[src/rtl/core/srarq_pkg.sv]
// shared types, codes and defaults of the selective-repeat sender
package srarq_pkg;

  localparam int MAX_PACKETS_DEF = 16;
  localparam int MAX_WINDOW_DEF  = 8;
  localparam int RESULT_CAP      = 8;

  localparam logic [4:0] PACKET_TOTAL_RST  = 5'd10;
  localparam logic [3:0] WINDOW_WIDTH_RST  = 4'd3;
  localparam logic [7:0] TIMEOUT_TICKS_RST = 8'd5;

  localparam logic [1:0] CFG_PACKET_TOTAL  = 2'd0;
  localparam logic [1:0] CFG_WINDOW_WIDTH  = 2'd1;
  localparam logic [1:0] CFG_TIMEOUT_TICKS = 2'd2;

  typedef enum logic [1:0] {
    MODE_TICK    = 2'd0,
    MODE_ACK     = 2'd1,
    MODE_NACK    = 2'd2,
    MODE_INVALID = 2'd3
  } mode_t;

  typedef enum logic [2:0] {
    KIND_FIRST   = 3'd0,
    KIND_TIMEOUT = 3'd1,
    KIND_NACK    = 3'd2,
    KIND_INVALID = 3'd3,
    KIND_BAD_ID  = 3'd4,
    KIND_DONE    = 3'd5
  } kind_t;

  typedef enum logic [1:0] {
    WR_NONE   = 2'd0,
    WR_TICK   = 2'd1,
    WR_NACK   = 2'd2,
    WR_LAUNCH = 2'd3
  } wr_src_t;

  typedef struct packed {
    logic    load_in;
    logic    scan_init;
    logic    scan_inc;
    logic    tmr_rd;
    wr_src_t tmr_wr;
    logic    ack_set;
    logic    base_inc;
    logic    unsent_inc;
    logic    done_set;
    logic    emit;
    kind_t   emit_kind;
    logic    flush;
  } cmd_t;

  typedef struct packed {
    mode_t mode;
    logic  bad_id;
    logic  done;
    logic  ack_live;
    logic  nack_live;
    logic  scan_more;
    logic  tick_live;
    logic  tick_expire;
    logic  slide_more;
    logic  launch_more;
    logic  finish;
    logic  pend_valid;
    logic  push_ok;
  } sts_t;

endpackage

[src/rtl/core/srarq_dp.sv]
// datapath: window state, retry timer memory, result staging and output register
module srarq_dp #(
  parameter int MAX_PACKETS = srarq_pkg::MAX_PACKETS_DEF,
  parameter int MAX_WINDOW  = srarq_pkg::MAX_WINDOW_DEF
) (
  input  logic              clk,
  input  logic              rst_n,
  input  logic              cfg_we,
  input  logic [1:0]        cfg_addr,
  input  logic [7:0]        cfg_wdata,
  input  logic [7:0]        in_tdata,
  input  logic [1:0]        in_tuser,
  input  srarq_pkg::cmd_t   cmd,
  output srarq_pkg::sts_t   sts,
  output logic              out_tvalid,
  input  logic              out_tready,
  output logic [7:0]        out_tdata,
  output logic [2:0]        out_tuser,
  output logic              out_tlast
);

  localparam int CNTW = $clog2(MAX_PACKETS + 1);
  localparam int IDXW = (MAX_PACKETS > 1) ? $clog2(MAX_PACKETS) : 1;
  localparam int WINW = $clog2(MAX_WINDOW + 1);
  localparam int CAPW = $clog2(srarq_pkg::RESULT_CAP + 1);

  logic [4:0]             packet_total_r;
  logic [3:0]             window_width_r;
  logic [7:0]             timeout_ticks_r;
  srarq_pkg::mode_t       mode_r;
  logic [4:0]             id_r;
  logic [CNTW-1:0]        base_r;
  logic [CNTW-1:0]        unsent_r;
  logic [CNTW-1:0]        idx_r;
  logic [MAX_PACKETS-1:0] acked_r;
  logic                   done_r;
  logic [CAPW-1:0]        cnt_r;
  logic [7:0]             tmr_mem [MAX_PACKETS];
  logic [7:0]             tmr_rdata_r;
  logic                   pend_valid_r;
  srarq_pkg::kind_t       pend_kind_r;
  logic [4:0]             pend_id_r;
  logic                   out_valid_r;
  logic [2:0]             out_kind_r;
  logic [4:0]             out_id_r;
  logic                   out_last_r;

  logic [CNTW-1:0] total_eff;
  logic [WINW-1:0] win_eff;
  logic [7:0]      tmo_eff;
  logic [CNTW-1:0] in_flight;
  logic [IDXW-1:0] id_k;
  logic            under_cap;
  logic            out_free;
  logic            emit_go;
  logic [4:0]      emit_id;
  logic            tmr_we;
  logic [IDXW-1:0] tmr_waddr;
  logic [7:0]      tmr_wdata;

  // clamped register values
  always_comb begin
    if (packet_total_r == '0) begin
      total_eff = CNTW'(1);
    end else if (32'(packet_total_r) > 32'(MAX_PACKETS)) begin
      total_eff = CNTW'(MAX_PACKETS);
    end else begin
      total_eff = CNTW'(packet_total_r);
    end
    if (window_width_r == '0) begin
      win_eff = WINW'(1);
    end else if (32'(window_width_r) > 32'(MAX_WINDOW)) begin
      win_eff = WINW'(MAX_WINDOW);
    end else begin
      win_eff = WINW'(window_width_r);
    end
    tmo_eff = (timeout_ticks_r == '0) ? 8'd1 : timeout_ticks_r;
  end

  assign in_flight = unsent_r - base_r;
  assign id_k      = IDXW'(id_r - 5'd1);
  assign under_cap = cnt_r < CAPW'(srarq_pkg::RESULT_CAP);
  assign out_free  = !out_valid_r || out_tready;
  assign emit_go   = cmd.emit && under_cap;

  always_comb begin
    sts.mode        = mode_r;
    sts.bad_id      = (id_r == '0) || (32'(id_r) > 32'(total_eff));
    sts.done        = done_r;
    sts.ack_live    = 32'(id_r) <= 32'(unsent_r);
    sts.nack_live   = (32'(id_r) <= 32'(unsent_r)) && !acked_r[id_k];
    sts.scan_more   = idx_r < unsent_r;
    sts.tick_live   = !acked_r[IDXW'(idx_r)];
    sts.tick_expire = tmr_rdata_r <= 8'd1;
    sts.slide_more  = (base_r < total_eff) && acked_r[IDXW'(base_r)];
    sts.launch_more = under_cap && (32'(in_flight) < 32'(win_eff)) && (unsent_r < total_eff);
    sts.finish      = (base_r >= total_eff) && under_cap;
    sts.pend_valid  = pend_valid_r;
    sts.push_ok     = !pend_valid_r || out_free;
  end

  // configuration registers
  always_ff @(posedge clk) begin
    if (!rst_n) begin
      packet_total_r  <= srarq_pkg::PACKET_TOTAL_RST;
      window_width_r  <= srarq_pkg::WINDOW_WIDTH_RST;
      timeout_ticks_r <= srarq_pkg::TIMEOUT_TICKS_RST;
    end else if (cfg_we) begin
      unique case (cfg_addr)
        srarq_pkg::CFG_PACKET_TOTAL:  packet_total_r  <= cfg_wdata[4:0];
        srarq_pkg::CFG_WINDOW_WIDTH:  window_width_r  <= cfg_wdata[3:0];
        srarq_pkg::CFG_TIMEOUT_TICKS: timeout_ticks_r <= cfg_wdata;
        default: ;
      endcase
    end
  end

  // latched request
  always_ff @(posedge clk) begin
    if (cmd.load_in) begin
      mode_r <= srarq_pkg::mode_t'(in_tuser);
      id_r   <= in_tdata[4:0];
    end
  end

  // window state
  always_ff @(posedge clk) begin
    if (!rst_n) begin
      base_r   <= '0;
      unsent_r <= '0;
      idx_r    <= '0;
      acked_r  <= '0;
      done_r   <= 1'b0;
      cnt_r    <= '0;
    end else begin
      if (cmd.scan_init) begin
        idx_r <= base_r;
      end else if (cmd.scan_inc) begin
        idx_r <= idx_r + CNTW'(1);
      end
      if (cmd.base_inc) begin
        base_r <= base_r + CNTW'(1);
      end
      if (cmd.unsent_inc) begin
        unsent_r <= unsent_r + CNTW'(1);
      end
      if (cmd.ack_set) begin
        acked_r[id_k] <= 1'b1;
      end
      if (cmd.done_set) begin
        done_r <= 1'b1;
      end
      if (cmd.load_in) begin
        cnt_r <= '0;
      end else if (emit_go) begin
        cnt_r <= cnt_r + CAPW'(1);
      end
    end
  end

  // retry timer memory
  always_comb begin
    tmr_we = cmd.tmr_wr != srarq_pkg::WR_NONE;
    case (cmd.tmr_wr)
      srarq_pkg::WR_TICK: begin
        tmr_waddr = IDXW'(idx_r);
        tmr_wdata = (tmr_rdata_r <= 8'd1) ? tmo_eff : tmr_rdata_r - 8'd1;
      end
      srarq_pkg::WR_NACK: begin
        tmr_waddr = id_k;
        tmr_wdata = tmo_eff;
      end
      srarq_pkg::WR_LAUNCH: begin
        tmr_waddr = IDXW'(unsent_r);
        tmr_wdata = tmo_eff;
      end
      default: begin
        tmr_waddr = '0;
        tmr_wdata = tmo_eff;
      end
    endcase
  end

  always_ff @(posedge clk) begin
    if (tmr_we) begin
      tmr_mem[tmr_waddr] <= tmr_wdata;
    end
    if (cmd.tmr_rd) begin
      tmr_rdata_r <= tmr_mem[IDXW'(idx_r)];
    end
  end

  // result staging: one held result so the final one can carry last
  always_comb begin
    case (cmd.emit_kind) inside
      srarq_pkg::KIND_FIRST:   emit_id = 5'(32'(unsent_r) + 32'd1);
      srarq_pkg::KIND_TIMEOUT: emit_id = 5'(32'(idx_r) + 32'd1);
      srarq_pkg::KIND_NACK,
      srarq_pkg::KIND_BAD_ID:  emit_id = id_r;
      default:                 emit_id = 5'd0;
    endcase
  end

  always_ff @(posedge clk) begin
    if (!rst_n) begin
      pend_valid_r <= 1'b0;
      out_valid_r  <= 1'b0;
    end else begin
      if (emit_go) begin
        pend_valid_r <= 1'b1;
      end else if (cmd.flush) begin
        pend_valid_r <= 1'b0;
      end
      if (pend_valid_r && (emit_go || cmd.flush)) begin
        out_valid_r <= 1'b1;
      end else if (out_tready) begin
        out_valid_r <= 1'b0;
      end
    end
  end

  always_ff @(posedge clk) begin
    if (emit_go) begin
      pend_kind_r <= cmd.emit_kind;
      pend_id_r   <= emit_id;
    end
    if (pend_valid_r && (emit_go || cmd.flush)) begin
      out_kind_r <= pend_kind_r;
      out_id_r   <= pend_id_r;
      out_last_r <= cmd.flush && !emit_go;
    end
  end

  assign out_tvalid = out_valid_r;
  assign out_tdata  = {3'd0, out_id_r};
  assign out_tuser  = out_kind_r;
  assign out_tlast  = out_last_r;

`ifndef ASSERT_OFF
  a_cnt_cap: assert property (@(posedge clk) disable iff (!rst_n)
    32'(cnt_r) <= 32'(srarq_pkg::RESULT_CAP))
    else $error("result count above cap");

  a_window_order: assert property (@(posedge clk) disable iff (!rst_n)
    unsent_r >= base_r)
    else $error("window base passed next unsent");

  a_unsent_range: assert property (@(posedge clk) disable iff (!rst_n)
    32'(unsent_r) <= 32'(MAX_PACKETS))
    else $error("next unsent out of range");

  a_push_room: assert property (@(posedge clk) disable iff (!rst_n)
    (emit_go && pend_valid_r) |-> out_free)
    else $error("held result pushed into a full output register");
`endif

endmodule

[src/rtl/core/srarq_ctrl.sv]
// controller: sequences dispatch, timer scan, window slide, first sends and flush
module srarq_ctrl (
  input  logic            clk,
  input  logic            rst_n,
  input  logic            in_tvalid,
  output logic            in_tready,
  input  srarq_pkg::sts_t sts,
  output srarq_pkg::cmd_t cmd
);

  typedef enum logic [6:0] {
    ST_IDLE     = 7'b0000001,
    ST_DISPATCH = 7'b0000010,
    ST_TICK_RD  = 7'b0000100,
    ST_TICK_WR  = 7'b0001000,
    ST_SLIDE    = 7'b0010000,
    ST_LAUNCH   = 7'b0100000,
    ST_FLUSH    = 7'b1000000
  } state_t;

  state_t state_r;
  state_t state_nxt;

  assign in_tready = state_r == ST_IDLE;

  always_comb begin
    state_nxt     = state_r;
    cmd           = '0;
    cmd.tmr_wr    = srarq_pkg::WR_NONE;
    cmd.emit_kind = srarq_pkg::KIND_FIRST;
    unique case (state_r)
      ST_IDLE: begin
        if (in_tvalid) begin
          cmd.load_in = 1'b1;
          state_nxt   = ST_DISPATCH;
        end
      end
      ST_DISPATCH: begin
        if (sts.mode == srarq_pkg::MODE_INVALID) begin
          cmd.emit      = 1'b1;
          cmd.emit_kind = srarq_pkg::KIND_INVALID;
          state_nxt     = ST_FLUSH;
        end else if (sts.mode != srarq_pkg::MODE_TICK && sts.bad_id) begin
          cmd.emit      = 1'b1;
          cmd.emit_kind = srarq_pkg::KIND_BAD_ID;
          state_nxt     = ST_FLUSH;
        end else if (sts.done) begin
          state_nxt = ST_FLUSH;
        end else if (sts.mode == srarq_pkg::MODE_TICK) begin
          cmd.scan_init = 1'b1;
          state_nxt     = ST_TICK_RD;
        end else if (sts.mode == srarq_pkg::MODE_NACK) begin
          if (sts.nack_live) begin
            cmd.emit      = 1'b1;
            cmd.emit_kind = srarq_pkg::KIND_NACK;
            cmd.tmr_wr    = srarq_pkg::WR_NACK;
          end
          state_nxt = ST_LAUNCH;
        end else if (sts.ack_live) begin
          cmd.ack_set = 1'b1;
          state_nxt   = ST_SLIDE;
        end else begin
          state_nxt = ST_LAUNCH;
        end
      end
      ST_TICK_RD: begin
        if (sts.scan_more) begin
          cmd.tmr_rd = 1'b1;
          state_nxt  = ST_TICK_WR;
        end else begin
          state_nxt = ST_LAUNCH;
        end
      end
      ST_TICK_WR: begin
        if (sts.push_ok) begin
          if (sts.tick_live) begin
            cmd.tmr_wr = srarq_pkg::WR_TICK;
            if (sts.tick_expire) begin
              cmd.emit      = 1'b1;
              cmd.emit_kind = srarq_pkg::KIND_TIMEOUT;
            end
          end
          cmd.scan_inc = 1'b1;
          state_nxt    = ST_TICK_RD;
        end
      end
      ST_SLIDE: begin
        if (sts.slide_more) begin
          cmd.base_inc = 1'b1;
        end else begin
          state_nxt = ST_LAUNCH;
        end
      end
      ST_LAUNCH: begin
        if (sts.push_ok) begin
          if (sts.launch_more) begin
            cmd.tmr_wr     = srarq_pkg::WR_LAUNCH;
            cmd.emit       = 1'b1;
            cmd.emit_kind  = srarq_pkg::KIND_FIRST;
            cmd.unsent_inc = 1'b1;
          end else begin
            if (sts.finish) begin
              cmd.done_set  = 1'b1;
              cmd.emit      = 1'b1;
              cmd.emit_kind = srarq_pkg::KIND_DONE;
            end
            state_nxt = ST_FLUSH;
          end
        end
      end
      ST_FLUSH: begin
        if (!sts.pend_valid) begin
          state_nxt = ST_IDLE;
        end else if (sts.push_ok) begin
          cmd.flush = 1'b1;
          state_nxt = ST_IDLE;
        end
      end
      default: begin
        state_nxt = ST_IDLE;
      end
    endcase
  end

  always_ff @(posedge clk) begin
    if (!rst_n) begin
      state_r <= ST_IDLE;
    end else begin
      state_r <= state_nxt;
    end
  end

`ifndef ASSERT_OFF
  a_one_hot: assert property (@(posedge clk) disable iff (!rst_n)
    $onehot(state_r))
    else $error("state register not one-hot");

  a_accept_dispatch: assert property (@(posedge clk) disable iff (!rst_n)
    (in_tvalid && in_tready) |=> (state_r == ST_DISPATCH))
    else $error("accepted request not dispatched");

  a_flush_idle: assert property (@(posedge clk) disable iff (!rst_n)
    cmd.flush |=> (state_r == ST_IDLE))
    else $error("flush did not end the request");
`endif

endmodule

[src/rtl/core/selective_repeat_arq_sender_unit.sv]
// top level: selective-repeat sender window, controller plus datapath
// an invalid or bad id result is staged, then loaded into the output register
// per request: latch and dispatch; then a scan of the outstanding packets on a tick, a
//   window slide on an ack of a sent packet, and first sends on a tick, ack or nack
//   before done; then a flush of the held result; a stalled output holds the request
// flow: one request at a time; each tick slot takes a timer read and a timer write step
// reset: rst_n synchronous active low; registers return to 10 / 3 / 5, window empty
module selective_repeat_arq_sender_unit #(
  parameter int MAX_PACKETS = srarq_pkg::MAX_PACKETS_DEF,
  parameter int MAX_WINDOW  = srarq_pkg::MAX_WINDOW_DEF
) (
  input  logic       clk,
  input  logic       rst_n,
  input  logic       cfg_we,
  input  logic [1:0] cfg_addr,
  input  logic [7:0] cfg_wdata,
  input  logic       in_tvalid,
  output logic       in_tready,
  input  logic [7:0] in_tdata,   // packet_id [4:0], zero fill [7:5]
  input  logic [1:0] in_tuser,   // mode [1:0]
  output logic       out_tvalid,
  input  logic       out_tready,
  output logic [7:0] out_tdata,  // packet_id_out [4:0], zero fill [7:5]
  output logic [2:0] out_tuser,  // kind [2:0]
  output logic       out_tlast
);

  srarq_pkg::cmd_t cmd;
  srarq_pkg::sts_t sts;

  srarq_ctrl u_ctrl (
    .clk       (clk),
    .rst_n     (rst_n),
    .in_tvalid (in_tvalid),
    .in_tready (in_tready),
    .sts       (sts),
    .cmd       (cmd)
  );

  srarq_dp #(
    .MAX_PACKETS (MAX_PACKETS),
    .MAX_WINDOW  (MAX_WINDOW)
  ) u_dp (
    .clk        (clk),
    .rst_n      (rst_n),
    .cfg_we     (cfg_we),
    .cfg_addr   (cfg_addr),
    .cfg_wdata  (cfg_wdata),
    .in_tdata   (in_tdata),
    .in_tuser   (in_tuser),
    .cmd        (cmd),
    .sts        (sts),
    .out_tvalid (out_tvalid),
    .out_tready (out_tready),
    .out_tdata  (out_tdata),
    .out_tuser  (out_tuser),
    .out_tlast  (out_tlast)
  );

endmodule

[config.mk]
export PLATFORM = sky130hd
export DESIGN_NAME = selective_repeat_arq_sender_unit
export DESIGN_NICKNAME = d
export VERILOG_FILES = /design/src/rtl/core/srarq_pkg.sv /design/src/rtl/core/srarq_dp.sv /design/src/rtl/core/srarq_ctrl.sv /design/src/rtl/core/selective_repeat_arq_sender_unit.sv
export SDC_FILE = /design/constraint.sdc
export NUM_CORES = 1
export LEC_CHECK = 0
export BUFFER_PORTS_ARGS = -buffer_cell sky130_fd_sc_hd__buf_4
export CAP_MARGIN = 20
export CORE_UTILIZATION = 25
export CTS_CLUSTER_DIAMETER = 60
export CTS_CLUSTER_SIZE = 30
export DETAILED_ROUTE_END_ITERATION = 8
export PLACE_DENSITY = 0.47
export SYNTH_ARGS = -nofsm -noshare
export SYNTH_HDL_FRONTEND = slang
export SYNTH_SLANG_ARGS = --single-unit
[constraint.sdc]
create_clock -name clk -period 9.55 [get_ports clk]
set_clock_uncertainty 0.05 [all_clocks]
set_input_delay 1.4325 -clock clk [delete_from_list [all_inputs] [get_ports clk]]
set_output_delay 1.4325 -clock clk [all_outputs]
set_load 0.02 [all_outputs]
==> flow_metrics.env <==
export IMPL_clkLatencyLatePin_ns=0.53
export IMPL_start_util_pct=25.3
export IMPL_worstSetupPathDepth=9
export IMPL_ys_ff_latch=222
export IMPL_rsz0062_at_grt="false"
export IMPL_ioPinCount=39
export IMPL_dr_pass1_iters=9
export IMPL_path_clk_slew_ns=0.07
export IMPL_finalNonFillerCells=1454
export IMPL_fin_crit_sh_pct=57.1
export IMPL_hold_violations=0
export IMPL_holdWs_ns=0.372
export IMPL_internal_power_uw=1630
export IMPL_cts_resized=0
export IMPL_fillers=4383
export IMPL_drive_gt1_share_pct=17.7
export IMPL_p_sw_share_pct=28.5
export IMPL_viasPerCell=4.69
export IMPL_violations="design-rule violations"
export IMPL_worst_pin_slew_ns=1.07
export IMPL_synthXorXnorAreaFrac_pct=2.10
export IMPL_wirelength_um=26800
export IMPL_clockBufferDepth=3
export IMPL_postCtsHoldBufs=0
export IMPL_peakVddDrop_mv=0.107
export IMPL_rows=76
export IMPL_min_path_cells=0
export IMPL_max_freq_ghz=0.183
export IMPL_drcViolationCount=1
export IMPL_area_delta_synth_final_pct=15.1
export IMPL_hold_class="reg -> reg"
export IMPL_synthCells=823
export IMPL_grt_pass1_wl_um=41100
export IMPL_cts_tree="built"
export IMPL_antenna_found_initial=0
export IMPL_slew_headroom_pct=28.6
export IMPL_die_y_um=210
export IMPL_grt_overflow=0
export IMPL_stdcell_area_um2=12500
export IMPL_finalPower_uw=2270
export IMPL_synth_area_um2=10900
export IMPL_synth_edff_count=160
export IMPL_required_ns=9.65
export IMPL_max_stage_delay_ns=0.81
export IMPL_synth_compound_area_share_pct=8.52
export IMPL_ys_types=72
export IMPL_cts_root_buf="clkbuf_16"
export IMPL_yosys_most_used_dff="edfxtp_1"
export IMPL_power_share_sequential_pct=48.4
export IMPL_place_area_um2=11800
export IMPL_leakage_uw=0.00423
export IMPL_num_nets_final=922
export IMPL_cp_slowest_cell="nor2_1"
export IMPL_cts_buffers=20
export IMPL_grt_pass1_vias=6645
export IMPL_switching_power_uw=648
export IMPL_cts_setup_buffers=0
export IMPL_htree_num_levels=1
export IMPL_status="complete, but fails checks"
export IMPL_cp_arrival_ns=5.55
export IMPL_cp_max_fo=15
export IMPL_r2r_cells=9
export IMPL_synthAdderAreaFrac_pct=4.91
export IMPL_die_w_um=210
export IMPL_p_per_area_nw_per_um2=182
export IMPL_vias=6818
export IMPL_critPathCaptureType="flip-flop"
export IMPL_startpoint_type="flip-flop"
export IMPL_hpwl_um=18600
export IMPL_path_buf_inv=1
export IMPL_synth_simple_gate_area_share_pct=12.4
export IMPL_cp_cell_sequence="inv_1 -> ha_1 -> mux4_2 -> o211a_1 -> a211oi_1 -> nand4_1 -> o311ai_0 -> nand3_1 -> nor2_1"
export IMPL_gp_congestion=0.816
export IMPL_crit_type="reg -> reg"
export IMPL_synthArstFlopShare_pct=0
export IMPL_place_inst=1418
export IMPL_drv_cap=0
export IMPL_period_needed_ns=5.45
export IMPL_slew_violations=0
export IMPL_critPathTopFamily="simple AND/OR/NAND/NOR gates"
export IMPL_clock_sinks=222
export IMPL_combinationalPowerShare_pct=12.5
export IMPL_ys_seq_area_share_pct=55.6
export IMPL_fin_tns_setup_ns=0
export IMPL_yosysWarnings=0
export IMPL_ant_nets=0
export IMPL_p_clk_share_pct=39.1
export IMPL_wl_per_cell_um=18.4
export IMPL_grt_usage_pct=12.2
export IMPL_first_iter_violations=484
export IMPL_grt_max_degree=67
export IMPL_avgSynthCellArea_um2=13.2
export IMPL_synth_top_family_by_area="multiplexers"
export IMPL_n_antenna_cell=0
export IMPL_muxShareOfSynthArea_pct=13.7
export IMPL_dieArea_um2=44300
export IMPL_portBuffers=32
export IMPL_core_area_um2=43000
export IMPL_setup_violations=0
## power by group through the flow
stage | sequential (µW) | combinational (µW) | clock (µW)
4_1_cts | 1100 | 287 | 913
6_report | 1100 | 285 | 888
3_3_place_gp | 1120 | 285 | 0
2_1_floorplan | 1090 | 223 | 0
5_1_grt | 1110 | 315 | 946
3_5_place_dp | 1120 | 286 | 0
## cell usage after synthesis (6+ instances only)
library cell	n	share of area [%]
mux4_2	53	11
nor2b_1	34	2.0
mux2i_1	27	2.5
xnor2_1	17	1.4
xor2_1	9	0.73
nor3_1	18	0.83
nor4b_1	6	0.48
nand4_1	9	0.52
a211oi_1	6	0.41
and2_1	9	0.52
dfxtp_1	62	11
a21oi_1	41	1.9
nand3_1	21	0.97
nor2_1	44	1.5
nor4_1	10	0.58
clkbuf_1	29	1.0
o22ai_1	6	0.35
nand2_1	44	1.5
nand2b_1	8	0.46
a21o_1	7	0.48
inv_1	30	1.0
edfxtp_1	160	44
o21a_1	7	0.48
o21ai_0	21	0.97
ha_1	41	4.7
## area by class of cell
cell class	instances	area [µm²]	area share [%]
clock buffers	22	529	4.23
clock inverters	14	188	1.50
inverters	30	113	0.900
multi-input cells	533	4540	36.3
flip-flops and latches	222	6050	48.3
well taps	585	732	5.85
repair buffers	48	360	2.88
## final timing paths
check                                  startpoint                 end  slack [ns]
worst max-delay path                 u_dp.id_r[0]  u_dp.tmr_mem[7][7]        4.10
worst min-delay path            u_dp.pend_id_r[4]    u_dp.out_id_r[4]        0.37
worst max register to register       u_dp.id_r[0]  u_dp.tmr_mem[7][7]        4.10
worst min register to register  u_dp.pend_id_r[4]    u_dp.out_id_r[4]        0.37
## through the flow
stage          util, %  setup slack [ns]
6_report          29.1              4.10
5_1_grt           29.1              3.76
4_1_cts           29.1              4.11
3_5_place_dp      27.4              4.15
3_3_place_gp      27.4              4.23
2_1_floorplan        -              5.53
## sequential cells by signal, indices dropped and copies added (netlist names)
signal                flops
u_ctrl.state_r            7
u_dp.acked_r             16
u_dp.base_r               5
u_dp.cnt_r                4
u_dp.done_r               1
u_dp.id_r                 5
u_dp.idx_r                5
u_dp.mode_r               2
u_dp.out_id_r             5
u_dp.out_tlast            1
u_dp.out_tuser            3
u_dp.out_tvalid           1
u_dp.packet_total_r       5
u_dp.pend_id_r            5
u_dp.pend_kind_r          3
u_dp.pend_valid_r         1
u_dp.timeout_ticks_r      8
u_dp.tmr_mem            128
u_dp.tmr_rdata_r          8
u_dp.unsent_r             5
u_dp.window_width_r       4
## placed cells by master (no fill, tap or decap), types with 17 or more instances in the layout
master / n
xnor2_1: 17
nand3_1: 21
inv_1: 30
buf_4: 48
clkbuf_16: 21
edfxtp_1: 160
dfxtp_1: 60
mux4_2: 53
nor3_1: 18
mux2i_1: 27
nor2_1: 44
nand2_1: 44
nor2b_1: 34
ha_1: 41
a21oi_1: 41
o21ai_0: 21
## cells by family (layout without fill, tap and decap cells)
logic type | Yosys count | after routing
AND/OR/NAND/NOR | 242 | 242
flip-flops | 222 | 222
other | 1 | 3
AO/OA/AOI/OAI | 138 | 138
multiplexers | 82 | 82
buffers and inverters | 70 | 114
adder cells (fa/ha/maj) | 42 | 42
XOR/XNOR | 26 | 26
## per-layer routing
layer  routed length [µm]  vias up  part of all wire [%]  global-route usage [%]
met3                 1030       39                   3.8                    2.00
met1                12100     3395                    45                    16.2
met5                    0        -                     0                       0
met4                  699        0                   2.6                    3.25
met2                13000      146                    49                    20.7
li1                     -     3238                     -                       -
Note: power is estimated with default switching activity, not from simulation.
